--- src/rtl/csvft_pkg.sv ---
// Package for the CSV field tokenizer: character codes, quote-mode type,
// tokenizer state and token structs. No dependencies.
`timescale 1ns / 1ps

package csvft_pkg;

    localparam int CODE_W = 16;

    localparam logic [CODE_W-1:0] CH_COMMA = 16'h002C;
    localparam logic [CODE_W-1:0] CH_QUOTE = 16'h0022;
    localparam logic [CODE_W-1:0] CH_LF    = 16'h000A;
    localparam logic [CODE_W-1:0] CH_CR    = 16'h000D;

    typedef enum logic [1:0] {
        QM_UNQUOTED   = 2'd0,
        QM_IN_QUOTES  = 2'd1,
        QM_QUOTE_SEEN = 2'd2
    } qmode_t;

    typedef struct packed {
        qmode_t qmode;
        logic   pending_cr;
        logic   field_nonempty;
        logic   row_nonempty;
    } tok_state_t;

    localparam tok_state_t TOK_STATE_RESET = '{
        qmode:          QM_UNQUOTED,
        pending_cr:     1'b0,
        field_nonempty: 1'b0,
        row_nonempty:   1'b0
    };

    typedef struct packed {
        logic [CODE_W-1:0] field_char;
        logic              has_char;
        logic              end_field;
        logic              end_row;
    } tok_result_t;

endpackage

--- src/rtl/csvft_step.sv ---
// One tokenizer step: next state, emit flag and token for one input item.
// Purely combinational; depends on csvft_pkg.
`timescale 1ns / 1ps

module csvft_step (
    input  csvft_pkg::tok_state_t          state_cur,
    input  logic [csvft_pkg::CODE_W-1:0]   code_unit,
    input  logic                           is_end,
    output csvft_pkg::tok_state_t          state_nxt,
    output logic                           emit,
    output csvft_pkg::tok_result_t         token
);
    import csvft_pkg::*;

    logic unquoted_path;

    always_comb begin
        state_nxt     = state_cur;
        emit          = 1'b0;
        token         = '0;
        unquoted_path = 1'b0;

        if (is_end) begin
            // Flush an open field or row, then return to the reset state.
            state_nxt       = TOK_STATE_RESET;
            emit            = state_cur.field_nonempty | state_cur.row_nonempty;
            token.end_field = 1'b1;
            token.end_row   = 1'b1;
        end else begin
            state_nxt.pending_cr = 1'b0;
            if (state_cur.pending_cr && code_unit == CH_LF) begin
                // LF of a CR LF pair: the row already ended on the CR.
                emit = 1'b0;
            end else begin
                unique case (state_cur.qmode)
                    QM_IN_QUOTES: begin
                        if (code_unit == CH_QUOTE) begin
                            state_nxt.qmode = QM_QUOTE_SEEN;
                        end else begin
                            state_nxt.field_nonempty = 1'b1;
                            emit                     = 1'b1;
                            token.field_char         = code_unit;
                            token.has_char           = 1'b1;
                        end
                    end
                    QM_QUOTE_SEEN: begin
                        if (code_unit == CH_QUOTE) begin
                            // Doubled quote stands for one literal quote.
                            state_nxt.qmode          = QM_IN_QUOTES;
                            state_nxt.field_nonempty = 1'b1;
                            emit                     = 1'b1;
                            token.field_char         = CH_QUOTE;
                            token.has_char           = 1'b1;
                        end else begin
                            // Quotes close; this unit is handled as unquoted.
                            unquoted_path = 1'b1;
                        end
                    end
                    default: begin
                        unquoted_path = 1'b1;
                    end
                endcase

                if (unquoted_path) begin
                    state_nxt.qmode = QM_UNQUOTED;
                    if (code_unit == CH_QUOTE) begin
                        state_nxt.qmode = QM_IN_QUOTES;
                    end else if (code_unit == CH_COMMA) begin
                        state_nxt.field_nonempty = 1'b0;
                        state_nxt.row_nonempty   = 1'b1;
                        emit                     = 1'b1;
                        token.end_field          = 1'b1;
                    end else if (code_unit == CH_LF || code_unit == CH_CR) begin
                        state_nxt.field_nonempty = 1'b0;
                        state_nxt.row_nonempty   = 1'b0;
                        state_nxt.pending_cr     = (code_unit == CH_CR);
                        emit                     = 1'b1;
                        token.end_field          = 1'b1;
                        token.end_row            = 1'b1;
                    end else begin
                        state_nxt.field_nonempty = 1'b1;
                        emit                     = 1'b1;
                        token.field_char         = code_unit;
                        token.has_char           = 1'b1;
                    end
                end
            end
        end
    end

endmodule

--- src/rtl/csv_field_tokenizer_core.sv ---
// Top level of the CSV field tokenizer: input register, tokenizer step and
// result register. Depends on csvft_pkg and csvft_step.
`timescale 1ns / 1ps
// Path: an accepted item waits in the input register, passes through csvft_step
// and its token is held in the result register until the master side takes it.
// Throughput: one item per cycle while the result register is free (not stalled
// by m_tready); items that yield no token simply leave no result behind.
// Reset: aresetn is synchronous and active low; it empties both registers and
// returns the tokenizer state to unquoted with all flags clear.

module csv_field_tokenizer_core (
    input  logic                         aclk,
    input  logic                         aresetn,
    // Input channel.
    input  logic                         s_tvalid,
    output logic                         s_tready,
    input  logic [csvft_pkg::CODE_W-1:0] s_tdata,   // [15:0] code_unit
    input  logic [0:0]                   s_tuser,   // [0] is_end
    // Result channel.
    output logic                         m_tvalid,
    input  logic                         m_tready,
    output logic [csvft_pkg::CODE_W-1:0] m_tdata,   // [15:0] field_char
    output logic [1:0]                   m_tuser,   // [0] has_char, [1] end_field
    output logic                         m_tlast    // end_row
);
    import csvft_pkg::*;

    // Input register: holds one accepted item until the step logic takes it.
    logic              in_valid_reg;
    logic [CODE_W-1:0] in_code_reg;
    logic              in_end_reg;

    // Tokenizer state, updated when the held item is processed.
    tok_state_t state_reg;
    tok_state_t state_next;

    // Result register.
    logic        out_valid_reg;
    tok_result_t out_reg;

    logic        step_emit;
    tok_result_t step_token;
    logic        out_free;
    logic        advance;

    // The result register can take a new token when it is empty or being
    // drained this cycle. The held item advances under the same condition,
    // whether or not it produces a token.
    assign out_free = !out_valid_reg || m_tready;
    assign advance  = in_valid_reg && out_free;
    assign s_tready = !in_valid_reg || out_free;

    csvft_step u_step (
        .state_cur (state_reg),
        .code_unit (in_code_reg),
        .is_end    (in_end_reg),
        .state_nxt (state_next),
        .emit      (step_emit),
        .token     (step_token)
    );

    always_ff @(posedge aclk) begin
        if (!aresetn) begin
            in_valid_reg  <= 1'b0;
            out_valid_reg <= 1'b0;
            state_reg     <= TOK_STATE_RESET;
        end else begin
            if (s_tready) begin
                in_valid_reg <= s_tvalid;
            end
            if (advance) begin
                state_reg <= state_next;
            end
            if (out_free) begin
                out_valid_reg <= advance && step_emit;
            end
        end
    end

    // Payload registers carry no reset.
    always_ff @(posedge aclk) begin
        if (s_tready && s_tvalid) begin
            in_code_reg <= s_tdata;
            in_end_reg  <= s_tuser[0];
        end
        if (advance && step_emit) begin
            out_reg <= step_token;
        end
    end

    assign m_tvalid = out_valid_reg;
    assign m_tdata  = out_reg.field_char;
    assign m_tuser  = {out_reg.end_field, out_reg.has_char};
    assign m_tlast  = out_reg.end_row;

endmodule

--- config.mk ---
export PLATFORM = sky130hd
export DESIGN_NAME = csv_field_tokenizer_core
export DESIGN_NICKNAME = d
export VERILOG_FILES = /design/src/rtl/csvft_pkg.sv /design/src/rtl/csvft_step.sv /design/src/rtl/csv_field_tokenizer_core.sv
export SDC_FILE = /design/constraint.sdc
export NUM_CORES = 1
export LEC_CHECK = 0
export ABC_AREA = 1
export BUFFER_PORTS_ARGS = -buffer_cell sky130_fd_sc_hd__buf_2
export CAP_MARGIN = 20
export CORE_UTILIZATION = 40
export CTS_BUF_LIST = sky130_fd_sc_hd__clkbuf_8
export CTS_CLUSTER_DIAMETER = 200
export CTS_CLUSTER_SIZE = 40
export DETAILED_ROUTE_END_ITERATION = 7
export GPL_TIMING_DRIVEN = 0
export PLACE_DENSITY = 0.69
export SYNTH_ARGS = -nofsm -noshare
export SYNTH_HDL_FRONTEND = slang
export SYNTH_SLANG_ARGS = --single-unit
--- constraint.sdc ---
create_clock -name aclk -period 2.27 [get_ports aclk]
set_clock_uncertainty 0.2 [all_clocks]
set_input_delay 0.454 -clock aclk [delete_from_list [all_inputs] [get_ports aclk]]
set_output_delay 0.454 -clock aclk [all_outputs]
set_load 0.02 [all_outputs]
* Word-level counts from Yosys, hierarchy flattened *
Index checks and enable logic that the tools add are counted.

storage, ports and cells
  output and inout port bits = 21
  input bits = 21
  logic and storage cells = 76
  register bits = 43

cells by class
  equal/unequal tests = 10
  multiplexer cells = 37
  reduce and logical (&&, ||, !) cells = 16
  bitwise operators = 1

operators with widths
  cell                                                              count
  17-bit two-way mux                                                3
  19-bit two-way mux                                                2
  17-bit case mux with 2 select lines                               1
  16-bit by 4-bit == test with 1-bit output, second input constant  2
  16-bit by 6-bit == test with 1-bit output, second input constant  2
  1-bit two-way mux                                                 17
  5-bit two-way mux                                                 3
  2-bit two-way mux                                                 5
  5-bit AND reduction                                               2
  4-bit by 2-bit != test with 1-bit output, second input constant   2
  7-bit two-way mux                                                 1
  1-bit case mux with 2 select lines                                3
  1-bit logical AND                                                 4
  2-bit != test, second input constant                              2
  2-bit case mux with 2 select lines                                1
  4-bit nonzero test                                                1
  1-bit logical OR                                                  3
  3-bit two-way mux                                                 1
  3-bit nonzero test                                                1
  2-bit by 1-bit == test with 1-bit output, second input constant   1
  2-bit == test, second input constant                              1
  1-bit zero test                                                   2
  2-bit AND reduction                                               1
  2-bit nonzero test                                                1
  2 further kinds                                                   2

* Logic depth before layout (Yosys ltp) *
  word-level depth = 9
  depth in mapped cells = 12
  mapped depth without buffers = 12

* Hierarchy *
From an unflattened synthesis, not the netlist that was laid out.

unflattened totals
  cells, all modules = 212
  area, all modules = 2044.5 sq um

modules (own cells, without submodules)
  module                    area each (sq um)  instances  cells each  sequential area each (sq um)
  csv_field_tokenizer_core  1428.9             1          84          1221.2
  csvft_step                615.6              1          128         0.0

* Worst setup path before layout *
OpenSTA, ideal clock, no wires.

  kind = reg2reg
  start = reg in_code_reg[3]
  end = reg out_reg, in the netlist m_tdata[0] (enable)
  required time = 1.696 ns
  path buffers = 0
  clock period less this slack = 2.064 ns
  path slack = 0.206 ns
  data arrival time = 1.490 ns
  cell stages (with the launch flop) = 9
  library setup time = 0.374 ns
  path through = edfxtp_1 > inv_1 > nor2_1 > nand3_1 > nor2_1 > nand3_2 > o21ai_0 > or2_2 > inv_1

on the way
  cells in the longest elaborated chain, start to end = 9
  elaborated cells between the ends (all ways) = 14
  those cells by class = eq/ne: 2; mux: 10; reduce/logical: 2

RTL lines
  element                                    line                                                  text
  start: declaration                         csv_field_tokenizer_core.sv:30                        logic [CODE_W-1:0] in_code_reg;
  start signal: assignment                   csv_field_tokenizer_core.sv:83                        in_code_reg <= s_tdata;
  16-bit by 6-bit == test with 1-bit output  csvft_step.sv:37, csvft_step.sv:47, csvft_step.sv:66
  1-bit two-way mux                          csvft_step.sv:37, csvft_step.sv:47
  1-bit case mux with 2 select lines         csvft_step.sv:35                                      unique case (state_cur.qmode)
  1-bit two-way mux                          csvft_step.sv:31                                      if (state_cur.pending_cr && code_unit == CH_LF) begin
  1-bit two-way mux                          csvft_step.sv:23                                      if (is_end) begin
  1-bit two-way mux                          csvft_step.sv:64                                      if (unquoted_path) begin
  1-bit two-way mux *                        csvft_step.sv:31
  1-bit two-way mux *                        csvft_step.sv:23
  1-bit logical AND *                        csv_field_tokenizer_core.sv:86                        if (advance && step_emit) begin
  end signal: assignment                     csv_field_tokenizer_core.sv:87                        out_reg <= step_token;
  end: declaration                           csv_field_tokenizer_core.sv:39                        tok_result_t out_reg;

Mark *: on every way between the ends. The rest lies on a longest branch, timed or not. The select of a mux whose other input is x is not followed.
A chain may end at the register's enable or synchronous reset.

* Worst setup path after layout *
  start = reg in_code_reg[14]
  end = reg out_reg, in the netlist m_tdata[7] (enable)

The elaborated chain is that of the path after synthesis.

==> metrics.md <==
| Metric | Value |
|---|---|
| Status | finished clean |
| Fill cell count | 400 |
| Hold Path Cell Cnt | 1 |
| Worst Tran Pin Value | 0.5861 ns |
| FF+latch count, synth | 43 |
| Multiplexer share of the synthesized area | 0% |
| Layout cell share with drive strength beyond 1 | 31.58% |
| Hold Fails Final Rpt | 0 |
| FFs w/ async S/R, synth | 0% |
| Tmin final | 2.049 ns |
| Port Buffers | 41 |
| WP data required | 2.13 ns |
| # rows | 24 |
| Clk sink count | 43 |
| Full die area | 0.005124 sq mm |
| Die W | 71.59 um |
| CTS Buffer Depth | 2 |
| Design Area, Final | 0.002313 sq mm |
| Power density over the cells | 657.5 mW/mm^2 |
| Worst Hold End | in_code_reg[1] |
| Post-Synth Simple-Gate Area | 24.42% |
| Clock-pin slew on the worst setup and hold paths | 0.07 ns |
| Largest net degree at the start of global routing | 20 |
| DP HPWL | 2489 um |
| Critical path class | flip-flop to flip-flop |
| CTS Buf Count | 5 |
| Post-CTS Hold Buffers | 0 |
| Post-DRT Antenna Nets | 0 |
| Syn_nets | 203 |
| Sequential share of the synthesized area | 63.05% |
| Post-synth EDFFs | 36 |
| Max-Cap Viols | 0 |
| Hold crit path type | input pin to flip-flop |
| Leak | 1.012 nW |
| Area Growth Syn to Fin | 19.44% |
| Drt wl/cell | 11.60 um |
| Area taken by multi-input logic gates | 610.6 sq um |
| Count of different cell masters after synthesis | 25 |
| R2R Path Start | in_code_reg[14] |
| Synth Area in XOR/XNOR | 0% |
| Routed WL | 3248 um |
| Ant diodes | 0 |
| Worst hold slack | 0.1323 ns |
| Main combinational cell family by area after synthesis | simple AND/OR/NAND/NOR gates |
| Via Count | 1328 |
| Slew Viols, Final | 0 |
| Crit. End Element | flip-flop |
| Worst reg-to-reg path cell count | 8 |
| Critical path arrival | 1.91 ns |
| Dpl cell area | 0.002207 sq mm |
| Hold Startpoint | s_tdata[1] |
| Final setup vio count | 0 |
| Register area | 0.001221 sq mm |
| R2r endpoint | m_tdata[7] |
| GRT Total Usage | 14.52% |
| Die height | 71.59 um |
| DR iter-0 viols | 86 |
| Number of global-route vias before repair | 1247 |
| Post-Syn Area | 0.001937 sq mm |
| First-pass GRT wire length | 5561 um |
| Worst-skew pair later-pin latency | 0.29 ns |
| Fin crit share | 90.27% |
| Util after Layout | 51.36% |
| Slew headroom | 60.88% |
| Grt ovf | 0 |
| Synth warn | 0 |
| Fmax | 0.4880 GHz |
| # nets final | 252 |
| Antenna violations before repair | 0 |
| Detailed-router iteration count before antenna repair | 4 |
| Compound-Gate Fraction of Synth Area | 5.168% |
| Mapped Cells | 179 |
| VDD IR max | 0.3876 mV |
| Via density | 4.743 |
| Total core area | 0.004504 sq mm |
| CP Launch Type | flip-flop |
| Starting Density | 43.00% |
| TritonCTS clock tree | built |
| H-tree depth | 2 |
| CP Max Fanout | 19 |
| RSZ-0062 raised after global routing | no |
| Worst reg2reg setup slack | 0.22 ns |
| Post-synthesis adder-cell area fraction | 1.938% |
| # DRC | 0 |
| Io pins | 42 |
| Final GP Congestion | 0.8305 |
| Mean Syn Cell Area | 10.82 sq um |
| Root buf cell | clkbuf_8 |
| Top FF cell, synth | edfxtp_1 |
## worst max path at each step
stage / cells after the start / end / slack [ns] / from
floorplan: 8 / m_tdata[0] / 0.21 / in_code_reg[3]
global placement: 8 / m_tdata[8] / -0.05 / m_tready
detailed placement: 8 / m_tdata[11] / -0.07 / m_tready
CTS: 8 / m_tdata[11] / 0.15 / in_code_reg[14]
global route: 8 / m_tdata[11] / 0.07 / in_code_reg[14]
finish: 8 / m_tdata[7] / 0.22 / in_code_reg[14]
## cell families after synthesis
kind of cell	Yosys count
AND/OR/NAND/NOR	94
AO/OA/AOI/OAI	15
adder cells (fa/ha/maj)	3
flip-flops	43
buffers and inverters	24
## layout by cell type (no fill, tap or decap), types with 3 or more instances in the layout
cell type and n:
a21oi_1 6, and3_1 10, and3_2 3, buf_2 41, clkbuf_8 5, dfxtp_1 7, edfxtp_1 36, ha_1 3
inv_1 18, inv_2 3, nand2_1 30, nand2_4 3, nand3_1 10, nand3_2 4, nor2_1 25, nor3_1 3
## what timing repair did
action,4_1_cts,5_1_grt
endpoints found under the setup margin,19,19
buffers inserted,1,0
gates resized for setup,1,1
## routing by layer
layer / share of wire [%] / GRT usage, % / vias up / wire (um)
met4: 2.3 / 7.625 / 0 / 75
met5: 0 / 0 / - / 0
met1: 50 / 19.29 / 576 / 1618
met2: 43 / 21.80 / 39 / 1396
met3: 4.9 / 4.079 / 7 / 158
li1: - / - / 706 / -
## metrics by stage
stage | power [mW] | instances | TNS (ns) | setup slack (ns)
2_1_floorplan | 1.029 | 179 | 0 | 0.2064
3_3_place_gp | 1.077 | 272 | -0.8448 | -0.04550
3_5_place_dp | 1.081 | 272 | -1.285 | -0.06835
4_1_cts | 1.542 | 280 | 0 | 0.1478
5_1_grt | 1.598 | 280 | 0 | 0.07196
6_report | 1.521 | 280 | 0 | 0.2209
## area by class of cell
cell class                      instances  share of cell area, %
Buffer                                  2                 0.9735
Clock buffer                            5                  2.975
Clock inverter                          2                 0.5949
Inverter                               22                  3.732
Multi-Input combinational cell        112                  26.39
Sequential cell                        43                  52.79
Tap cell                               52                  2.812
Timing Repair Buffer                   42                  9.735
## cell usage after synthesis, drive strengths merged (2+ instances only)
| master | count | area [sq um] |
|---|---|---|
| dfxtp | 7 | 140.1 |
| nand4 | 2 | 12.51 |
| edfxtp | 36 | 1081 |
| a31oi | 2 | 12.51 |
| buf | 2 | 22.52 |
| and3 | 13 | 85.08 |
| nand2 | 34 | 152.7 |
| nand3 | 14 | 90.09 |
| nor2 | 27 | 111.4 |
| inv | 22 | 82.58 |
| a21oi | 8 | 47.55 |
| ha | 3 | 37.54 |
| nor3 | 3 | 15.01 |
| o21ai | 4 | 31.28 |
## power breakdown
part           internal (mW)  switching, mW  leakage [nW]  total, mW
logic                 0.0598         0.0917         0.565      0.152
registers              0.898         0.0189         0.403      0.917
clock network          0.210          0.243        0.0440      0.453
total                   1.17          0.354          1.01       1.52
## worst max-delay path, cell delays in order (launching register included)
cell and delay [ns]:
edfxtp_1 0.43, nor2_1 0.11, nand2_1 0.09, nor2_4 0.23, nand3_2 0.15, o21ai_1 0.18
or2_2 0.17, clkinvlp_4 0.09, buf_12 0.16
Note: power is estimated with default switching activity, not from simulation.
